File: config.mk
export PLATFORM = sky130hd
export DESIGN_NAME = ufcm_engine
export DESIGN_NICKNAME = d
export VERILOG_FILES = /design/src/design/ufcm_pkg.sv /design/src/design/ufcm_engine.sv
export SDC_FILE = /design/constraint.sdc
export NUM_CORES = 1
export LEC_CHECK = 0
export BUFFER_PORTS_ARGS = -buffer_cell sky130_fd_sc_hd__buf_2
export CAP_MARGIN = 10
export CELL_PAD_IN_SITES_DETAIL_PLACEMENT = 1
export CELL_PAD_IN_SITES_GLOBAL_PLACEMENT = 2
export CORE_AREA = 2 2 146 148
export DETAILED_ROUTE_END_ITERATION = 7
export DIE_AREA = 0 0 148 150
export GPL_TIMING_DRIVEN = 1
export MAX_ROUTING_LAYER = met4
export PLACE_DENSITY = 0.78
export SYNTH_ARGS = -nofsm -noshare
export SYNTH_HDL_FRONTEND = slang
export SYNTH_SLANG_ARGS = --single-unit
File: constraint.sdc
create_clock -name clock -period 3.3 [get_ports clock]
set_clock_uncertainty 0.1 [all_clocks]
set_input_delay 0.165 -clock clock [delete_from_list [all_inputs] [get_ports clock]]
set_output_delay 0.165 -clock clock [all_outputs]
set_load 0.02 [all_outputs]
File: src/design/ufcm_pkg.sv
// Shared types and constants for the union-find component merger.
// Depends on nothing; the engine, the top level and the checker import it.
`timescale 1ns / 1ps
`default_nettype none

package ufcm_pkg;

   localparam int NODE_W        = 10;
   localparam int CNT_W         = 11;
   localparam int SIZE_W        = 11;
   localparam int DEF_MAX_NODES = 1024;

   localparam logic [SIZE_W-1:0] SIZE_SAT = {SIZE_W{1'b1}};
   localparam logic [SIZE_W-1:0] SIZE_ONE = SIZE_W'(1);
   localparam logic [CNT_W-1:0]  CNT_ONE  = CNT_W'(1);

   typedef enum logic {
      CMD_LOAD = 1'b0,
      CMD_EDGE = 1'b1
   } cmd_type;

   typedef enum logic [2:0] {
      ST_IDLE,
      ST_FIND,
      ST_COMP,
      ST_INFO_A,
      ST_INFO_B,
      ST_EMIT
   } state_type;

   typedef struct packed {
      logic              mark;
      logic [SIZE_W-1:0] size;
   } info_type;

   localparam int INFO_W = $bits(info_type);

   typedef struct packed {
      logic              accepted;
      logic              both_marked;
      logic [NODE_W-1:0] new_root;
      logic [CNT_W-1:0]  components_left;
      logic              done_res;
   } rsp_word_type;

endpackage

`default_nettype wire

File: src/design/ufcm_engine.sv
// Sequencer and datapath: parent walks with path compression, union by size, count upkeep.
// Depends on ufcm_pkg; drives the parent RAM and the root info RAM.
`timescale 1ns / 1ps
`default_nettype none

module ufcm_engine
   import ufcm_pkg::*;
#(
   parameter int MAX_NODES = DEF_MAX_NODES,
   parameter int ADDR_W    = (MAX_NODES > 1) ? $clog2(MAX_NODES) : 1
) (
   input  wire logic              clock,
   input  wire logic              reset,
   input  wire logic              csr_we,
   input  wire logic [CNT_W-1:0]  csr_wdata,
   input  wire logic              req_valid,
   output logic                   req_stall,
   input  wire logic              req_cmd,
   input  wire logic [NODE_W-1:0] req_node_a,
   input  wire logic [NODE_W-1:0] req_node_b,
   input  wire logic              req_marked,
   output logic                   emit_valid,
   input  wire logic              emit_ready,
   output rsp_word_type           emit_word,
   output logic                   par_we,
   output logic      [ADDR_W-1:0] par_waddr,
   output logic      [ADDR_W-1:0] par_wdata,
   output logic      [ADDR_W-1:0] par_raddr,
   input  wire logic [ADDR_W-1:0] par_rdata,
   output logic                   inf_we,
   output logic      [ADDR_W-1:0] inf_waddr,
   output info_type               inf_wdata,
   output logic      [ADDR_W-1:0] inf_raddr,
   input  wire info_type          inf_rdata
);

   localparam int STEP_W = $clog2(MAX_NODES + 1);
   localparam logic [STEP_W-1:0] STEP_LIMIT = STEP_W'(MAX_NODES);

   state_type state_ff, state_in;

   logic [ADDR_W-1:0] cur_ff, cur_in;
   logic [ADDR_W-1:0] node_a_ff, node_a_in;
   logic [ADDR_W-1:0] node_b_ff, node_b_in;
   logic [ADDR_W-1:0] ra_ff, ra_in;
   logic [ADDR_W-1:0] rb_ff, rb_in;
   logic [STEP_W-1:0] steps_ff, steps_in;
   logic              side_ff, side_in;
   logic              look_ff, look_in;
   logic [NODE_W-1:0] root_ff, root_in;
   logic              acc_ff, acc_in;
   logic              both_ff, both_in;
   info_type          info_a_ff, info_a_in;
   logic [CNT_W-1:0]  mc_ff, mc_in;
   logic              fin_ff, fin_in;

   logic              accept;
   logic              a_ok, b_ok, is_done;
   logic [ADDR_W-1:0] addr_a, addr_b;
   logic [ADDR_W-1:0] start_node, walk_root;
   logic              at_root, comp_end, step_cap;
   logic              a_small;
   logic [ADDR_W-1:0] big, small_root;
   logic [SIZE_W:0]   size_sum;
   logic [CNT_W-1:0]  mc_dec;

   assign req_stall = (state_ff != ST_IDLE);
   assign accept    = req_valid && !req_stall;

   assign a_ok    = 32'(req_node_a) < MAX_NODES;
   assign b_ok    = 32'(req_node_b) < MAX_NODES;
   assign addr_a  = ADDR_W'(req_node_a);
   assign addr_b  = ADDR_W'(req_node_b);
   assign is_done = fin_ff || (mc_ff <= CNT_ONE);

   assign start_node = side_ff ? node_b_ff : node_a_ff;
   assign walk_root  = side_ff ? rb_ff : ra_ff;
   assign step_cap   = (steps_ff == STEP_LIMIT);
   assign at_root    = (par_rdata == cur_ff) || step_cap;
   assign comp_end   = (par_rdata == walk_root) || step_cap;

   assign a_small    = info_a_ff.size < inf_rdata.size;
   assign big        = a_small ? rb_ff : ra_ff;
   assign small_root = a_small ? ra_ff : rb_ff;
   assign size_sum   = {1'b0, info_a_ff.size} + {1'b0, inf_rdata.size};
   assign mc_dec     = (mc_ff == '0) ? '0 : mc_ff - CNT_ONE;

   // next state
   always_comb begin
      state_in = state_ff;
      unique case (state_ff)
         ST_IDLE: begin
            if (accept) begin
               priority if (req_cmd == CMD_LOAD || !a_ok) begin
                  state_in = ST_EMIT;
               end else begin
                  state_in = ST_FIND;
               end
            end
         end
         ST_FIND: begin
            if (at_root) begin
               priority if (look_ff) begin
                  state_in = ST_EMIT;
               end else if (cur_ff != start_node) begin
                  state_in = ST_COMP;
               end else if (!side_ff) begin
                  state_in = ST_FIND;
               end else if (ra_ff == cur_ff) begin
                  state_in = ST_EMIT;
               end else begin
                  state_in = ST_INFO_A;
               end
            end
         end
         ST_COMP: begin
            if (comp_end) begin
               priority if (!side_ff) begin
                  state_in = ST_FIND;
               end else if (ra_ff == rb_ff) begin
                  state_in = ST_EMIT;
               end else begin
                  state_in = ST_INFO_A;
               end
            end
         end
         ST_INFO_A: state_in = ST_INFO_B;
         ST_INFO_B: state_in = ST_EMIT;
         ST_EMIT: begin
            if (emit_ready) begin
               state_in = ST_IDLE;
            end
         end
         default: state_in = ST_IDLE;
      endcase
   end

   // datapath and memory control
   always_comb begin
      cur_in    = cur_ff;
      node_a_in = node_a_ff;
      node_b_in = node_b_ff;
      ra_in     = ra_ff;
      rb_in     = rb_ff;
      steps_in  = steps_ff;
      side_in   = side_ff;
      look_in   = look_ff;
      root_in   = root_ff;
      acc_in    = acc_ff;
      both_in   = both_ff;
      info_a_in = info_a_ff;
      mc_in     = mc_ff;
      fin_in    = fin_ff;

      par_we    = 1'b0;
      par_waddr = cur_ff;
      par_wdata = walk_root;
      par_raddr = cur_ff;
      inf_we    = 1'b0;
      inf_waddr = big;
      inf_wdata = info_a_ff;
      inf_raddr = ra_ff;

      unique case (state_ff)
         ST_IDLE: begin
            if (accept) begin
               node_a_in = addr_a;
               node_b_in = addr_b;
               cur_in    = addr_a;
               par_raddr = addr_a;
               steps_in  = '0;
               side_in   = 1'b0;
               look_in   = !b_ok || is_done;
               acc_in    = 1'b0;
               both_in   = 1'b0;
               root_in   = '0;
               if (req_cmd == CMD_LOAD) begin
                  root_in = req_node_a;
                  if (a_ok) begin
                     par_we         = 1'b1;
                     par_waddr      = addr_a;
                     par_wdata      = addr_a;
                     inf_we         = 1'b1;
                     inf_waddr      = addr_a;
                     inf_wdata.mark = req_marked;
                     inf_wdata.size = SIZE_ONE;
                  end
               end
            end
         end
         ST_FIND: begin
            if (at_root) begin
               steps_in = '0;
               if (!side_ff) begin
                  ra_in   = cur_ff;
                  root_in = NODE_W'(cur_ff);
               end else begin
                  rb_in = cur_ff;
               end
               priority if (look_ff) begin
                  cur_in = cur_ff;
               end else if (cur_ff != start_node) begin
                  cur_in    = start_node;
                  par_raddr = start_node;
               end else if (!side_ff) begin
                  cur_in    = node_b_ff;
                  par_raddr = node_b_ff;
                  side_in   = 1'b1;
               end else begin
                  inf_raddr = ra_ff;
               end
            end else begin
               cur_in    = par_rdata;
               par_raddr = par_rdata;
               steps_in  = steps_ff + STEP_W'(1);
            end
         end
         ST_COMP: begin
            par_we    = 1'b1;
            par_waddr = cur_ff;
            par_wdata = walk_root;
            if (comp_end) begin
               steps_in = '0;
               if (!side_ff) begin
                  cur_in    = node_b_ff;
                  par_raddr = node_b_ff;
                  side_in   = 1'b1;
               end else begin
                  inf_raddr = ra_ff;
               end
            end else begin
               cur_in    = par_rdata;
               par_raddr = par_rdata;
               steps_in  = steps_ff + STEP_W'(1);
            end
         end
         ST_INFO_A: begin
            inf_raddr = rb_ff;
            info_a_in = inf_rdata;
         end
         ST_INFO_B: begin
            par_we         = 1'b1;
            par_waddr      = small_root;
            par_wdata      = big;
            inf_we         = 1'b1;
            inf_waddr      = big;
            inf_wdata.mark = info_a_ff.mark || inf_rdata.mark;
            inf_wdata.size = size_sum[SIZE_W] ? SIZE_SAT : size_sum[SIZE_W-1:0];
            acc_in         = 1'b1;
            root_in        = NODE_W'(big);
            if (info_a_ff.mark && inf_rdata.mark) begin
               both_in = 1'b1;
               mc_in   = mc_dec;
               if (mc_dec <= CNT_ONE) begin
                  fin_in = 1'b1;
               end
            end
         end
         ST_EMIT: begin
            cur_in = cur_ff;
         end
         default: begin
            cur_in = cur_ff;
         end
      endcase

      if (csr_we) begin
         mc_in  = csr_wdata;
         fin_in = 1'b0;
      end
   end

   always_comb begin
      emit_valid                = (state_ff == ST_EMIT);
      emit_word.accepted        = acc_ff;
      emit_word.both_marked     = both_ff;
      emit_word.new_root        = root_ff;
      emit_word.components_left = mc_ff;
      emit_word.done_res        = is_done;
   end

   always_ff @(posedge clock) begin
      if (reset) begin
         state_ff <= ST_IDLE;
         mc_ff    <= '0;
         fin_ff   <= 1'b0;
      end else begin
         state_ff <= state_in;
         mc_ff    <= mc_in;
         fin_ff   <= fin_in;
      end
   end

   always_ff @(posedge clock) begin
      cur_ff    <= cur_in;
      node_a_ff <= node_a_in;
      node_b_ff <= node_b_in;
      ra_ff     <= ra_in;
      rb_ff     <= rb_in;
      steps_ff  <= steps_in;
      side_ff   <= side_in;
      look_ff   <= look_in;
      root_ff   <= root_in;
      acc_ff    <= acc_in;
      both_ff   <= both_in;
      info_a_ff <= info_a_in;
   end

endmodule

`default_nettype wire

### Word-level counts from Yosys, hierarchy flattened

Index checks and enable logic that the tools add are counted.

| cells by class | value |
|---|---|
| $add $sub $neg | 3 |
| magnitude comparators | 3 |
| equal/unequal tests | 19 |
| mux-type cells | 63 |
| bitwise operators | 1 |
| reduce and logical (&&, ||, !) cells | 28 |

Operators by type and width:

| kind | number |
|---|---|
| $mux W10 | 22 |
| $mux W11 | 8 |
| $pmux W10 S3 | 2 |
| $eq A10 B10 Y1 | 4 |
| $pmux W10 S2 | 2 |
| $mux W3 | 11 |
| $pmux W11 S3 | 1 |
| $mux W12 | 2 |
| $pmux W12 S2 | 1 |
| $le A11 B1 Y1 const B | 2 |
| $pmux W3 S6 | 1 |
| $ne A2 B2 Y1 const B | 7 |
| $add A11 B11 Y12 | 1 |
| $reduce_and A3 Y1 | 4 |
| $add A11 B1 Y11 const B | 1 |
| $eq A11 B11 Y1 const B | 1 |
| $logic_not A11 Y1 | 1 |
| $lt A11 B11 Y1 | 1 |
| $sub A11 B1 Y11 const B | 1 |
| $ne A10 B10 Y1 | 1 |
| $reduce_bool A3 Y1 | 3 |
| $mux W1 | 8 |
| $pmux W1 S2 | 4 |
| $reduce_and A2 Y1 | 4 |
| other kinds (14) | 24 |

| storage, ports and cells | value |
|---|---|
| register bits | 102 |
| bits of input ports | 60 |
| word-level logic and storage cells | 133 |

### Depth between registers and ports, before layout

| depth | value |
|---|---|
| word-level depth | 7 |
| mapped depth | 10 |
| gate-level depth less buffers | 10 |

### Least setup slack after synthesis

No wires, ideal clock.

| timing | value |
|---|---|
| path type | register -> output |
| start | register info_a_ff[4] (netlist name) |
| end | output par_wdata[0] |
| arrival time | 2.418 ns |
| setup slack | 0.617 ns |
| cell stages (with the launch flop) | 10 |
| buffers on the path | 1 |
| cell sequence | edfxtp_1 > ha_1 > or2_2 > a21oi_1 > a21oi_1 > a221oi_1 > o21ai_0 > buf_2 > mux2i_1 > o21ai_0 |

| between the ends | value |
|---|---|
| word-level cells in the longest chain between the ends | 3 |

RTL lines:

| what | line | source |
|---|---|---|
| from (decl) | ufcm_engine.sv:53 | `info_type info_a_ff, info_a_in;` |
| from (signal assigned) | ufcm_engine.sv:306 | `info_a_ff <= info_a_in;` |
| $lt A11 B11 Y1 | ufcm_engine.sv:82 | `assign a_small = info_a_ff.size < inf_rdata.size;` |
| $mux W10 | ufcm_engine.sv:83 | `assign big = a_small ? rb_ff : ra_ff;` |
| $pmux W10 S2 | ufcm_engine.sv:164 | `unique case (state_ff)` |
| to (decl) | ufcm_engine.sv:27 | `output logic [ADDR_W-1:0] par_wdata,` |

Every way passes these cells.

### Worst setup path in the final report

| timing | value |
|---|---|
| start | register side_ff |
| end | output par_raddr[5] |

| between the ends | value |
|---|---|
| word-level cells in the longest chain between the ends | 6 |
| elaborated cells on any way between the ends | 11 |

RTL lines:

| what | line | source |
|---|---|---|
| from (decl) | ufcm_engine.sv:48 | `logic side_ff, side_in;` |
| from (signal assigned) | ufcm_engine.sv:301 | `side_ff <= side_in;` |
| $mux W10 | ufcm_engine.sv:76 | `assign start_node = side_ff ? node_b_ff : node_a_ff;` |
| $ne A10 B10 Y1 | ufcm_engine.sv:202 | `end else if (cur_ff != start_node) begin` |
| $mux W10 | ufcm_engine.sv:202 |  |
| $mux W10 | ufcm_engine.sv:200 | `priority if (look_ff) begin` |
| $mux W10 | ufcm_engine.sv:192 | `if (at_root) begin` |
| $pmux W10 S3 * | -- |  |
| to (decl) | ufcm_engine.sv:28 | `output logic [ADDR_W-1:0] par_raddr,` |

Every way passes the cells marked *; elsewhere a longest branch is shown, timed or not.

==> impl_metrics.yaml <==
run_status:
  run_status: "completed"
synth:
  leading_register_cell_type_out_of_synthesis: "sky130_fd_sc_hd__edfxtp_1"
  synthesis.instances: 721
  post_synth.cell_area_avg_um2: 9.635
  synth-seq-cells: 102
  synth_async_sr_flop_share: 0
  synth-edff-count: 77
  synth_common_cells: "sky130_fd_sc_hd__edfxtp_1, sky130_fd_sc_hd__nor2_1, sky130_fd_sc_hd__a21oi_1, sky130_fd_sc_hd__xnor2_1, sky130_fd_sc_hd__nand2_1"
  ys_types: 60
  netlist.area_leader.share: 0.3329
  synth.largest_area_cell: "sky130_fd_sc_hd__edfxtp_1"
  ys_seq_area_frac: 0.4049
  post_synth_main_area_contributors: "sky130_fd_sc_hd__edfxtp_1, sky130_fd_sc_hd__dfxtp_1, sky130_fd_sc_hd__xnor2_1"
  syn-cell-area_um2: 6947
  yosysMostFrequentCell: "sky130_fd_sc_hd__edfxtp_1"
  yosys_warnings: 0
  total_nets_after_synthesis: 809
worst_setup_path:
  worst-endpoint-required_ps: 3030
  worst-path-max-fanout: 11
  start_kind: "register"
  endpoint_kind: "output port"
  arrival_ps: 2930
  timing.setup.critical_path_class: "register to output port"
place:
  numPortBuffers: 149
  detailedPlace.worstSlack_ps: 172.3
  place_hpwl_mm: 17.90
  weighted_congestion_at_the_end_of_routability_driven_global_placement: 0.8678
clock_tree:
  clk-insertion-delay-late_ps: 360
  cts_tree: "built"
  clock_tree.htree_level_count: 3
  path_clk_slew_ps: 70
  tritoncts.num_buffers: 9
  ctsLongestPathBuffers: 2
  cts_sinks: 102
  clock-root-buffer: "sky130_fd_sc_hd__clkbuf_16"
hold_path:
  hold_path_class: "input port to register"
power_and_ir_drop:
  cellLeakagePower_nw: 3.698
  ir_worst_vdd_mv: 0.3684
  power.density_cell_area_nw_per_um2: 865.2
  finalPower_w: 0.007811
grt:
  grt_remaining_overflow: 0
  grt_use_total: 0.2231
  global_route_wire_length_before_repair_mm: 37.36
  number_of_antenna_violations_at_the_first_check_in_global_routing: 0
  grt_pass1_vias: 6593
  maximum_number_of_pins_on_one_net_before_global_route_repair: 35
layout:
  diode_count: 0
  fin_nets: 1006
  fill_cells: 2396
  area_delta_synth_final_pct: 29.97
  multi_input_area_um2: 3915
  register_area_um2: 2813
  core_occupancy_in_the_finished_layout: 0.4364
  drive_above_1_share: 0.2849
floorplanning:
  io-pin-count: 150
  die_height_um: 150
  floorplan.initialDensity: 0.3358
  core_region_area_um2: 20690
  die_w_um: 148
  die-area_um2: 22200
  placement_rows: 53
detailed_routing:
  drcViolationCount: 0
  dr_wl_met3_mm: 1.280
  antenna_left: 0
  route.detailed.wl_per_inst_um: 20.19
  route.layer.met1.wl_mm: 11.52
  highest-signal-layer: "met4"
  route.vias.total: 6469
  route.final.wire_length_mm: 24.18
  dr.pass1.iters: 5
  route.detailed.vias_per_inst: 5.400
  detailedRoute.firstIterationViolations: 484
  route.met2.wl_mm: 10.97
timing:
  setup_viol_count_final: 0
  grt_setup_unrepaired: "true"
  max_slew.worst_pin.slew_ps: 647.1
  final_hold_slack_ps: 13.28
  final.period_utilization: 0.9671
  maxSlewHeadroom: 0.5686
  hold_viol: 0
  post-route-min-period_ps: 3191
  finalWorstSetupSlack_ps: 108.6
  fmax_ghz: 0.3133
  fin_max_slew_vios: 0
flow_run:
  maxCapViolCount: 0
[state kept, by name, summed over array words and instances, names as in the netlist, 3 cells and up]
register	cells
info_a_ff	12
mc_ff	11
steps_ff	11
cur_ff	10
node_a_ff	10
node_b_ff	10
ra_ff	10
rb_ff	10
root_ff	10
state_ff	3
[logic make-up after synthesis]
| kind of cell | count (synthesis) | share of synthesized area |
|---|---|---|
| compound gates | 167 | 0.1650 |
| buf+inv | 89 | 0.05620 |
| mux | 62 | 0.09420 |
| flops | 102 | 0.4049 |
| simple gates | 206 | 0.1437 |
| fa+ha+maj | 28 | 0.05151 |
| xor+xnor | 67 | 0.08447 |
[layout make-up]
class                   instances  share of cell area
well taps                     275             0.03811
multi-input cells             530              0.4336
clock buffers                  11             0.02688
flip-flops and latches        102              0.3115
repair buffers                230              0.1649
inverters                      45             0.01871
clock inverters                 5            0.006236
[power by group]
group | internal, W | switching [W]
clock network | 0.000611 | 0.000507
registers | 0.00189 | 0.000266
logic | 0.00169 | 0.00285
total | 0.00419 | 0.00362
[critical path: stages (launching register included)]
cell and delay, ps:
sky130_fd_sc_hd__edfxtp_1 400, sky130_fd_sc_hd__buf_4 210, sky130_fd_sc_hd__mux2i_2 390, sky130_fd_sc_hd__xnor2_1 120, sky130_fd_sc_hd__nor4_1 270, sky130_fd_sc_hd__nand4_1 220
sky130_fd_sc_hd__nand3_2 140, sky130_fd_sc_hd__nand2_2 190, sky130_fd_sc_hd__a221o_1 440, sky130_fd_sc_hd__buf_2 170
[final timing paths]
path / start / endpoint / slack [ps] / cells after the start
min reg2reg: fin_ff / fin_ff / 410 / 2
min: req_node_a[5] / node_a_ff[5] / 10 / 1
max: side_ff / par_raddr[5] / 110 / 9
max reg2reg: info_a_ff[1] / root_ff[5] / 520 / 9
[metrics by stage]
stage,setup TNS (ps),cell area [um^2],instances
after floorplan,0,6947,721
after global placement,0,8114,1137
after detailed placement,0,8114,1137
after CTS,0,8853,1195
after global routing,-471.2,9029,1198
final,0,9029,1198
[metal layers]
layer / track usage / vias to the layer above
li1: - / 3048
met1: 0.3117 / 3198
met2: 0.3442 / 197
met3: 0.02774 / 26
met4: 0.05667 / 0
met5: - / -
[timing repair]
| item | 4_1_cts | 5_1_grt |
|---|---|---|
| gates resized for setup | 6 | 32 |
| setup endpoints to repair | 28 | 48 |
| buffers inserted | 4 | 3 |
| hold endpoints to repair | 38 | 0 |
| hold buffers | 38 | 0 |
| pin swaps | 1 | 2 |
[cell usage in the layout, fill, tap and decap left out, types with 8 or more instances in the layout]
cell type and instances:
sky130_fd_sc_hd__buf_2 143, sky130_fd_sc_hd__edfxtp_1 77, sky130_fd_sc_hd__nor2_1 62, sky130_fd_sc_hd__xnor2_1 49, sky130_fd_sc_hd__nand2_1 48, sky130_fd_sc_hd__a21oi_1 48, sky130_fd_sc_hd__buf_4 47, sky130_fd_sc_hd__inv_1 44
sky130_fd_sc_hd__dlygate4sd3_1 38, sky130_fd_sc_hd__mux2i_1 26, sky130_fd_sc_hd__o21ai_0 25, sky130_fd_sc_hd__ha_1 25, sky130_fd_sc_hd__dfxtp_1 25, sky130_fd_sc_hd__o221ai_1 24, sky130_fd_sc_hd__mux2_2 21, sky130_fd_sc_hd__nor3_1 20
sky130_fd_sc_hd__xor2_1 18, sky130_fd_sc_hd__nand3_1 14, sky130_fd_sc_hd__nor2b_1 13, sky130_fd_sc_hd__mux2i_2 11, sky130_fd_sc_hd__a221o_1 10, sky130_fd_sc_hd__a22oi_1 10, sky130_fd_sc_hd__clkbuf_16 9, sky130_fd_sc_hd__nor4_1 8
Note: power is estimated with default switching activity, not from simulation.
